==> src/hdl/pvr_pkg.sv <==
// Package for the packet verify and reassemble block: sizes, payload types and helpers.
package pvr_pkg;

  localparam int PAYLOAD_WORDS = 1024;
  localparam int ARRAY_WORDS   = 4096;

  localparam int PB_AW = (PAYLOAD_WORDS > 1) ? $clog2(PAYLOAD_WORDS) : 1;
  localparam int AR_AW = (ARRAY_WORDS > 1) ? $clog2(ARRAY_WORDS) : 1;
  localparam int NW_W  = $clog2(PAYLOAD_WORDS + 1);
  localparam int IDX_W = 14;

  localparam logic [22:0] CSUM_MOD     = 23'h7FFFFF;
  localparam logic [13:0] HEADER_BYTES = 14'd16;
  localparam logic [13:0] POS_MAX      = 14'd16383;

  localparam logic [1:0] ST_OK       = 2'd0;
  localparam logic [1:0] ST_CSUM_BAD = 2'd1;
  localparam logic [1:0] ST_BAD_LEN  = 2'd2;
  localparam logic [1:0] ST_TOO_LONG = 2'd3;

  localparam logic KIND_VERDICT = 1'b0;
  localparam logic KIND_READ    = 1'b1;

  typedef struct packed {
    logic        func;
    logic [7:0]  data_byte;
    logic        last;
    logic [11:0] read_index;
  } pvr_in_t;

  typedef struct packed {
    logic        result_kind;
    logic [1:0]  packet_status;
    logic [22:0] computed_checksum;
    logic [22:0] received_checksum;
    logic [10:0] words_written;
    logic [31:0] total_count;
    logic signed [31:0] read_data;
  } pvr_out_t;

  typedef struct packed {
    logic              start;
    logic              ack;
    logic [NW_W-1:0]   nwords;
    logic [11:0]       base;
    logic [12:0]       limit;
  } pvr_copy_req_t;

  typedef struct packed {
    logic        done;
    logic [10:0] wrote;
  } pvr_copy_sts_t;

  function automatic logic [31:0] abs_wrap(input logic [31:0] w);
    abs_wrap = w[31] ? (32'd0 - w) : w;
  endfunction

endpackage

==> src/hdl/pvr_copy.sv <==
// Copy sequencer that moves buffered payload words into the array store.
module pvr_copy (
  input  logic                          clk,
  input  logic                          rst_n,
  input  pvr_pkg::pvr_copy_req_t        req,
  output pvr_pkg::pvr_copy_sts_t        sts,
  output logic                          buf_re,
  output logic [pvr_pkg::PB_AW-1:0]     buf_raddr,
  input  logic [31:0]                   buf_rdata,
  output logic                          arr_we,
  output logic [pvr_pkg::AR_AW-1:0]     arr_waddr,
  output logic [31:0]                   arr_wdata
);

  logic                        busy_r, busy_nxt;
  logic                        rd_act_r, rd_act_nxt;
  logic [pvr_pkg::NW_W-1:0]    k_r, k_nxt;
  logic                        wr_v_r, wr_v_nxt;
  logic [pvr_pkg::IDX_W-1:0]   wr_idx_r, wr_idx_nxt;
  logic [10:0]                 wrote_r, wrote_nxt;
  logic                        in_range;

  assign in_range  = wr_idx_r < {1'b0, req.limit};
  assign buf_re    = rd_act_r;
  assign buf_raddr = k_r[pvr_pkg::PB_AW-1:0];
  assign arr_we    = wr_v_r && in_range;
  assign arr_waddr = wr_idx_r[pvr_pkg::AR_AW-1:0];
  assign arr_wdata = buf_rdata;
  assign sts.done  = busy_r && !rd_act_r && !wr_v_r;
  assign sts.wrote = wrote_r;

  always_comb begin
    busy_nxt   = busy_r;
    rd_act_nxt = rd_act_r;
    k_nxt      = k_r;
    wr_v_nxt   = 1'b0;
    wr_idx_nxt = wr_idx_r;
    wrote_nxt  = wrote_r;
    if (req.start) begin
      busy_nxt   = 1'b1;
      rd_act_nxt = req.nwords != '0;
      k_nxt      = '0;
      wrote_nxt  = '0;
    end else begin
      if (rd_act_r) begin
        // The word read now is written in the next cycle, when the RAM data arrives.
        wr_v_nxt   = 1'b1;
        wr_idx_nxt = pvr_pkg::IDX_W'({2'b00, req.base}) + pvr_pkg::IDX_W'(k_r);
        k_nxt      = k_r + pvr_pkg::NW_W'(1);
        if (k_r == req.nwords - pvr_pkg::NW_W'(1)) begin
          rd_act_nxt = 1'b0;
        end
      end
      if (arr_we) begin
        wrote_nxt = wrote_r + 11'd1;
      end
      if (req.ack) begin
        busy_nxt = 1'b0;
      end
    end
  end

  always_ff @(posedge clk) begin
    if (!rst_n) begin
      busy_r   <= 1'b0;
      rd_act_r <= 1'b0;
      wr_v_r   <= 1'b0;
    end else begin
      busy_r   <= busy_nxt;
      rd_act_r <= rd_act_nxt;
      wr_v_r   <= wr_v_nxt;
    end
    k_r      <= k_nxt;
    wr_idx_r <= wr_idx_nxt;
    wrote_r  <= wrote_nxt;
  end

`ifndef SYNTH
  a_wr_after_rd: assert property (@(posedge clk) disable iff (!rst_n)
    wr_v_r |-> $past(rd_act_r))
    else $error("copy write without a preceding buffer read");
  a_done_idle: assert property (@(posedge clk) disable iff (!rst_n)
    sts.done |-> !buf_re && !arr_we)
    else $error("copy reports done while still moving words");
  a_no_write_idle: assert property (@(posedge clk) disable iff (!rst_n)
    !busy_r |-> !arr_we)
    else $error("array write while copy idle");
`endif

endmodule

==> config.mk <==
export PLATFORM = sky130hd
export DESIGN_NAME = pvr_copy
export DESIGN_NICKNAME = d
export VERILOG_FILES = /design/src/hdl/pvr_pkg.sv /design/src/hdl/pvr_copy.sv
export SDC_FILE = /design/constraint.sdc
export NUM_CORES = 1
export LEC_CHECK = 0
export BUFFER_PORTS_ARGS = -buffer_cell sky130_fd_sc_hd__buf_2
export CORE_UTILIZATION = 40
export DETAILED_ROUTE_END_ITERATION = 7
export HOLD_SLACK_MARGIN = 0.03
export PLACE_DENSITY_LB_ADDON = 0.3
export SYNTH_ARGS = -nofsm -noshare
export SYNTH_HDL_FRONTEND = slang
export SYNTH_SLANG_ARGS = --single-unit
==> constraint.sdc <==
create_clock -name clk -period 3.2 [get_ports clk]
set_input_delay 0.64 -clock clk [delete_from_list [all_inputs] [get_ports clk]]
set_output_delay 0.64 -clock clk [all_outputs]
set_load 0.03 [all_outputs]
==> run metrics, run 1 <==
outcome finished clean; synthesis-stage register bit count 38; final setup TNS 0 ns; DRT Pass-1 Iters 4; area leader, netlist dfxtp_1; post-CTS setup buffers 0; most frequent cells after synthesis 54 x buf_4, 26 x ha_1, 26 x nor2_1; vias in the first global route 2185; CTS tree built; clock slew seen by the registers of the worst setup and hold paths 0.08 ns; fill cell count 761; top cell type's share of synthesized area 16.2%; hold_buf cts 0; initial drt markers 69; clk root buf clkbuf_8; cts bufs inserted 5; dpl cell area 3160 sq um; detailed placement HPWL 4750 microns; placed cells 469; Ports 140; most frequent cell after synthesis buf_4; Fin Hold WS 0.515 ns; Power Dens Cells 315 nW/um^2; synth warn 0; synth top area cells dfxtp_1 16%, buf_4 13%, edfxtp_1 13%; leakage 1.44 nW; register area share after synthesis 28.9%; grt total ovfl 0; ys flop type dfxtp_1; Slew HR 54.3%; layout cells sized above 1 24.6%; arrival time worst endpoint 2.20 ns; die area 8070 sq um; Mapped Area 3080 sq um; Final Slew Violations 0; core area 7370 sq um; RSZ-0062 raised after global routing false; placer congestion estimate 0.814; worst path required time 2.56 ns; R2R setup slack 0.66 ns; gr usage total 14.6%; CTS resizes 0; Die X 89.8 microns; vias after detailed routing 2344; r2r worst-path depth 10; DRC viols 0; clk_lat worst skew 0.29 ns; setup ws final 0.361 ns; clk_skew 0.0129 ns; initial antenna violation count 0; first-pass GRT wire length 9730 microns; Max Cap Viol 0; Port Buffer Count 75; ant diodes 0; area grow syn2layout 4.99%; Max VDD drop 0.000118 V; syn nets 455; Die Height 89.8 microns; Avg Vias per Cell 4.91; Post-Synthesis Cells 356; TritonCTS Sinks 38; crit path launch type input pin; largest net degree at the start of global routing 29; WL/cell 12.1 microns; Layout Nets 476; Starting Density 41.9%; worst r2r src k_r[0]; CP startpoint req[11]; Clock Path Buffers 2; r2r endpoint wr_idx_r[10]; final WL 5790 microns; FFs w/ async S/R, synth 0%; Max Clock Freq 352 MHz; Final ANT Viol Nets 0; H-tree lvl count 2; cell area after layout 3240 sq um; Period minus WS final 2.84 ns; Netlist cell types 51; final setup fails 0; Mean Syn Cell Area 8.66 sq um; crit path to arr_we; Fin. Hold Viols 0; worst slack at placement 0.354 ns; Worst Setup End Kind output pin; hold crit path type reg2reg; worst slew pin tran 0.680 ns; Post-synth EDFFs 13; critical path class in2out; Tcrit/Tclk final 88.7%; standard-cell rows 31; Crit Path Max Fanout 8; final std cells w/o fill 477
==> placed cells by master, fill, tap and decap left out, types with 2 or more instances in the layout <==
| cell | Yosys | final |
|---|---|---|
| or3_1 | 3 | 3 |
| mux2_2 | 3 | 3 |
| o31ai_1 | 5 | 5 |
| xor2_1 | 15 | 15 |
| inv_1 | 25 | 25 |
| nor2b_1 | 8 | 8 |
| nor4b_1 | 2 | 2 |
| a21o_1 | 3 | 3 |
| o21a_1 | 5 | 5 |
| and3_1 | 3 | 3 |
| nand2b_1 | 3 | 3 |
| o311ai_0 | 2 | 2 |
| clkbuf_1 | 7 | 3 |
| dfxtp_1 | 25 | 25 |
| mux2i_1 | 2 | 2 |
| ha_1 | 26 | 26 |
| xnor2_1 | 18 | 18 |
| a21boi_0 | 3 | 3 |
| nand4_1 | 4 | 4 |
| buf_2 | 0 | 75 |
| nor2_1 | 26 | 26 |
| clkbuf_8 | 0 | 5 |
| a21oi_1 | 18 | 18 |
| nor3_1 | 8 | 8 |
| nor4_1 | 5 | 5 |
| o32ai_1 | 2 | 2 |
| nand2_1 | 12 | 12 |
| nand3_1 | 13 | 13 |
| or4_1 | 5 | 5 |
| and2_1 | 2 | 2 |
| buf_4 | 54 | 2 |
| o21ai_0 | 16 | 16 |
| edfxtp_1 | 13 | 13 |
==> state kept, by name, indices dropped and copies added (netlist names) <==
| signal | flops |
|---|---|
| buf_re | 1 |
| k_r | 11 |
| busy_r | 1 |
| wr_idx_r | 13 |
| wr_v_r | 1 |
| wrote_r | 11 |
==> logic make-up (layout without fill, tap and decap cells) <==
logic type                 count (synthesis)  count (layout)  synth area share [%]
and+or+nand+nor                          102             102                  17.9
xor gates and xnor gates                  33              33                  9.37
adders and majority gates                 27              27                  11.2
DFF                                       38              38                  28.9
muxes                                      5               5                  1.74
AOI/OAI and AO/OA                         63              63                  13.6
buffers and inverters                     88             110                  17.3
==> final cells by class <==
cell class / count / area [sq um] / share of cell area [%]
Timing Repair Buffer: 77 / 390 / 12.1
Clock buffer: 8 / 80.1 / 2.47
Sequential cell: 38 / 891 / 27.5
Tap cell: 99 / 124 / 3.83
Multi-Input combinational cell: 230 / 1660 / 51.2
Inverter: 25 / 93.8 / 2.90
==> worst min path at each step <==
stage / end / depth (start not counted) / startpoint
4_1_cts: wrote_r[5] / 2 / wrote_r[5]
3_5_place_dp: wrote_r[6] / 2 / wrote_r[6]
5_1_grt: wrote_r[6] / 2 / wrote_r[6]
2_1_floorplan: k_r[10] / 2 / k_r[10]
6_report: wrote_r[6] / 2 / wrote_r[6]
3_3_place_gp: wrote_r[6] / 2 / wrote_r[6]
==> metrics by stage <==
| stage | total power, mW | util, % |
|---|---|---|
| final | 1.02 | 43.9 |
| after detailed placement | 0.724 | 42.9 |
| after floorplan | 0.745 | - |
| after CTS | 1.03 | 43.9 |
| after global routing | 1.08 | 43.9 |
| after global placement | 0.721 | 42.9 |
==> critical path, cell delays in order <==
cell and delay [ns]:
buf_2 0.08, inv_1 0.03, ha_1 0.29, a21oi_1 0.15, o22ai_1 0.09, or3b_1 0.48, inv_1 0.12, o31ai_2 0.08
inv_1 0.06, buf_2 0.18
==> where the power goes <==
part | switching [mW] | total, mW | internal [mW] | leakage, nW
Sequential | 0.0126 | 0.526 | 0.514 | 0.323
Combinational | 0.105 | 0.185 | 0.0799 | 1.08
Clock | 0.154 | 0.309 | 0.155 | 0.0395
==> routing by layer <==
| metal | vias to the layer above | routed length, microns | global-route usage, % |
|---|---|---|---|
| met5 | - | 0 | 0 |
| met4 | 0 | 111 | 6.28 |
| met3 | 10 | 260 | 2.45 |
| met2 | 62 | 2610 | 24.9 |
| met1 | 1044 | 2810 | 18.0 |
| li1 | 1228 | - | - |
Power figures use the tool's default switching activity.
==> inputs of run 2 (changes only) <==
--- a/config.mk
+++ b/config.mk
@@ -6,10 +6,13 @@
 export NUM_CORES = 1
 export LEC_CHECK = 0
 export BUFFER_PORTS_ARGS = -buffer_cell sky130_fd_sc_hd__buf_2
-export CORE_UTILIZATION = 40
+export CAP_MARGIN = 20
+export CELL_PAD_IN_SITES_DETAIL_PLACEMENT = 0
+export CELL_PAD_IN_SITES_GLOBAL_PLACEMENT = 2
+export CORE_UTILIZATION = 26
 export DETAILED_ROUTE_END_ITERATION = 7
 export HOLD_SLACK_MARGIN = 0.03
-export PLACE_DENSITY_LB_ADDON = 0.3
+export PLACE_DENSITY = 0.88
 export SYNTH_ARGS = -nofsm -noshare
 export SYNTH_HDL_FRONTEND = slang
 export SYNTH_SLANG_ARGS = --single-unit
==> run metrics, run 2 (synthesized netlist as in run 1, its figures left out) <==
gr usage total 11.2%; Max VDD drop 0.000192 V; RSZ-0062 raised after global routing false; layout cells sized above 1 25.3%; Port Buffer Count 75; clk root buf clkbuf_16; detailed placement HPWL 5600 microns; arrival time worst endpoint 2.12 ns; placer congestion estimate 0.781; core area 11500 sq um; crit-path cells buf_2 -> inv_1 -> ha_1 -> or4_4 -> a221oi_4 -> o31ai_2 -> inv_1 -> buf_2; Top reg by flops wr_idx_r; Period minus WS final 2.76 ns; Power, Total 1.18 mW; Power Dens Cells 351 nW/um^2; die area 12300 sq um; clk_skew 0.00660 ns; initial antenna violation count 0; vias after detailed routing 2400; standard-cell rows 39; H-tree lvl count 2; DRT Pass-1 Iters 4; ant diodes 0; Crit Path Max Fanout 3; Crit-path slowest cell or4_4; final setup fails 0; Ports 140; post-CTS setup buffers 0; most frequent cells in the layout 75 x buf_2, 26 x nor2_1, 26 x ha_1; max FFs per register 13; most common cell after layout, fill and taps aside buf_2; Final Slew Violations 0; DRC viols 0; first-pass GRT wire length 11300 microns; Tcrit/Tclk final 86.4%; Fin Hold WS 0.514 ns; Max Clock Freq 362 MHz; final setup TNS 0 ns; Die X 111 microns; cts bufs inserted 5; hold crit path type reg2reg; grt total ovfl 0; worst slew pin tran 0.710 ns; clk_lat worst skew 0.28 ns; Clock Path Buffers 2; TritonCTS Sinks 38; CTS resizes 0; Fin. Hold Viols 0; crit path launch type input pin; Final ANT Viol Nets 0; Worst Setup End Kind output pin; Avg Vias per Cell 4.60; initial drt markers 87; CTS tree built; Starting Density 26.9%; Layout Nets 477; vias in the first global route 2337; outcome finished clean; leakage 1.48 nW; clock slew seen by the registers of the worst setup and hold paths 0.05 ns; Max Cap Viol 0; largest net degree at the start of global routing 29; final WL 6800 microns; slowest stage delay, CP 0.55 ns; biggest registers after layout wr_idx_r: 13 flops, k_r: 11 flops, wrote_r: 11 flops; Core Util, Final 29.3%; Slew HR 52.3%; Die Height 111 microns; critical path class in2out; area grow syn2layout 8.92%; hold_buf cts 0; WL/cell 13.0 microns; worst path required time 2.56 ns
## run 2: report_power, final
group	leakage, nW	switching, mW	internal, mW
Clock	0.0706	0.178	0.286
Combinational	1.08	0.108	0.0804
Sequential	0.323	0.0138	0.515
## run 2: worst paths after layout
check / cells after the start / slack (ns) / endpoint / from
min reg2reg: 2 / 0.51 / wrote_r[6] / wrote_r[6]
min: 2 / 0.51 / wrote_r[6] / wrote_r[6]
max reg2reg: 10 / 0.53 / wr_idx_r[10] / k_r[0]
max: 8 / 0.44 / arr_we / req[3]
## run 2: per-layer routing
metal / part of all wire [%] / global-route usage [%] / wire length, microns
met3: 5.7 / 2.41 / 388
met5: 0 / 0 / 0
met4: 1.3 / 3.73 / 87
met1: 45 / 13.7 / 3080
met2: 48 / 19.4 / 3250
## run 2: worst max-delay path, delay by kind of cell
family,cells,cell delay [ns]
fa+ha+maj,1,0.18
compound gates,2,0.40
simple gates,1,0.55
buf+inv,4,0.35
## run 2: metrics by stage
stage          worst slack, ns  cells  area [sq um]
6_report                 0.435    522          3360
5_1_grt                  0.294    522          3360
4_1_cts                  0.399    522          3360
3_5_place_dp             0.366    514          3220
3_3_place_gp             0.404    514          3220
2_1_floorplan            0.479    356          3080
## run 2: area by class of cell
cell class	instances	area, sq um
multi-input combinational	230	1660
sequential	38	891
tap	143	179
timing repair buffer	78	398
fill	1215	8110
inverter	25	93.8
clock inverter	2	10.0
clock buffer	6	129
==> inputs of run 3 (changes only) <==
--- a/config.mk
+++ b/config.mk
@@ -13,6 +13,9 @@
 export DETAILED_ROUTE_END_ITERATION = 7
 export HOLD_SLACK_MARGIN = 0.03
 export PLACE_DENSITY = 0.88
+export RECOVER_POWER = 50
+export SETUP_SLACK_MARGIN = 0.05
+export SLEW_MARGIN = 10
 export SYNTH_ARGS = -nofsm -noshare
 export SYNTH_HDL_FRONTEND = slang
 export SYNTH_SLANG_ARGS = --single-unit
==> run metrics, run 3 (synthesized netlist as in run 1, its figures left out) <==
cts bufs inserted 5; Worst Setup End Kind output pin; worst path required time 2.56 ns; Starting Density 26.9%; hold crit path type reg2reg; Die X 111 microns; final WL 6790 microns; Avg Vias per Cell 4.58; outcome finished clean; area grow syn2layout 8.56%; H-tree lvl count 2; GR Util met2 19.4%; CTS tree built; DRT Pass-1 Iters 4; Max VDD drop 0.000192 V; Port Buffer Count 75; fill cell count 1216; Ports 140; Power Dens Cells 352 nW/um^2; post-CTS setup buffers 0; most common cell after layout, fill and taps aside buf_2; TritonCTS Sinks 38; vias in the first global route 2337; core area 11500 sq um; clk_lat worst skew 0.28 ns; DRC viols 0; layout cells sized above 1 23.5%; Tcrit/Tclk final 86.4%; Slew HR 16.5%; standard-cell rows 39; arrival time worst endpoint 2.13 ns; dpl cell area 3220 sq um; worst slew pin tran 1.25 ns; biggest registers after layout wr_idx_r: 13 flops, k_r: 11 flops, wrote_r: 11 flops; clk_skew 0.00631 ns; Fin Hold WS 0.514 ns; Final Slew Violations 0; Max Clock Freq 362 MHz; detailed placement HPWL 5600 microns; global routing's busiest layer met2; CTS resizes 0; Period minus WS final 2.77 ns; met3 usage 2.41%; hold_buf cts 0; Top reg by flops wr_idx_r; leakage 1.46 nW; setup ws final 0.435 ns; ant diodes 0; Layout Nets 477; critical path class in2out; final setup fails 0; initial drt markers 93; final setup TNS 0 ns; largest net degree at the start of global routing 29; vias after detailed routing 2393; WL/cell 13.0 microns; cell area after layout 3350 sq um; clk root buf clkbuf_16; met1 Usage GRT 13.7%; Max Cap Viol 0; Clock Path Buffers 2; die area 12300 sq um; clock slew seen by the registers of the worst setup and hold paths 0.05 ns; crit path launch type input pin; Fin. Hold Viols 0; gr usage total 11.2%; most frequent cells in the layout 69 x buf_2, 26 x nor2_1, 26 x ha_1; Final ANT Viol Nets 0; worst slack at placement 0.366 ns; initial antenna violation count 0; Power, Total 1.18 mW; max FFs per register 13; placer congestion estimate 0.781; RSZ-0062 raised after global routing false; Die Height 111 microns; grt total ovfl 0; Crit Path Max Fanout 3; first-pass GRT wire length 11300 microns
[run 3: cell types whose count changed in the layout (fill, tap and decap cells not counted), sizes merged]
cell    previous run  this run
clkbuf             6        13
buf               78        71
[run 3: per-stage QoR]
step,instances,utilization (%)
floorplan,356,-
global placement,514,28.1
detailed placement,514,28.1
CTS,522,29.3
global route,522,29.2
finish,522,29.2
[run 3: critical path, cell delays in order]
cell,delay (ns)
buf_2,0.07
inv_1,0.04
ha_1,0.19
or4_4,0.55
a221oi_4,0.27
o31ai_2,0.13
inv_1,0.06
buf_2,0.18
[run 3: power by group]
group | switching (mW) | internal (mW) | leakage [nW]
Sequential | 0.0138 | 0.515 | 0.323
Combinational | 0.108 | 0.0789 | 1.06
Clock | 0.179 | 0.286 | 0.0706
Total | 0.301 | 0.879 | 1.46
[run 3: final cells by class]
class | instances | area (sq um) | area share, %
multi-input cells | 230 | 1660 | 49.6
flip-flops and latches | 38 | 891 | 26.6
repair buffers | 78 | 387 | 11.5
well taps | 143 | 179 | 5.34
clock buffers | 6 | 129 | 3.85
inverters | 25 | 93.8 | 2.80
clock inverters | 2 | 10.0 | 0.299
[run 3: per-layer routing]
metal	share of wire, %	wire [microns]	up-vias
li1	-	-	1240
met3	5.5	371	7
met4	1.3	88	0
met5	0	0	-
met1	45	3090	1079
met2	48	3250	67
[run 3: worst paths after layout]
| kind | from | to | slack [ns] | cells after the start |
|---|---|---|---|---|
| max | req[3] | arr_we | 0.43 | 8 |
| min | wrote_r[6] | wrote_r[6] | 0.51 | 2 |
| max reg2reg | k_r[0] | wr_idx_r[10] | 0.52 | 10 |
| min reg2reg | wrote_r[6] | wrote_r[6] | 0.51 | 2 |
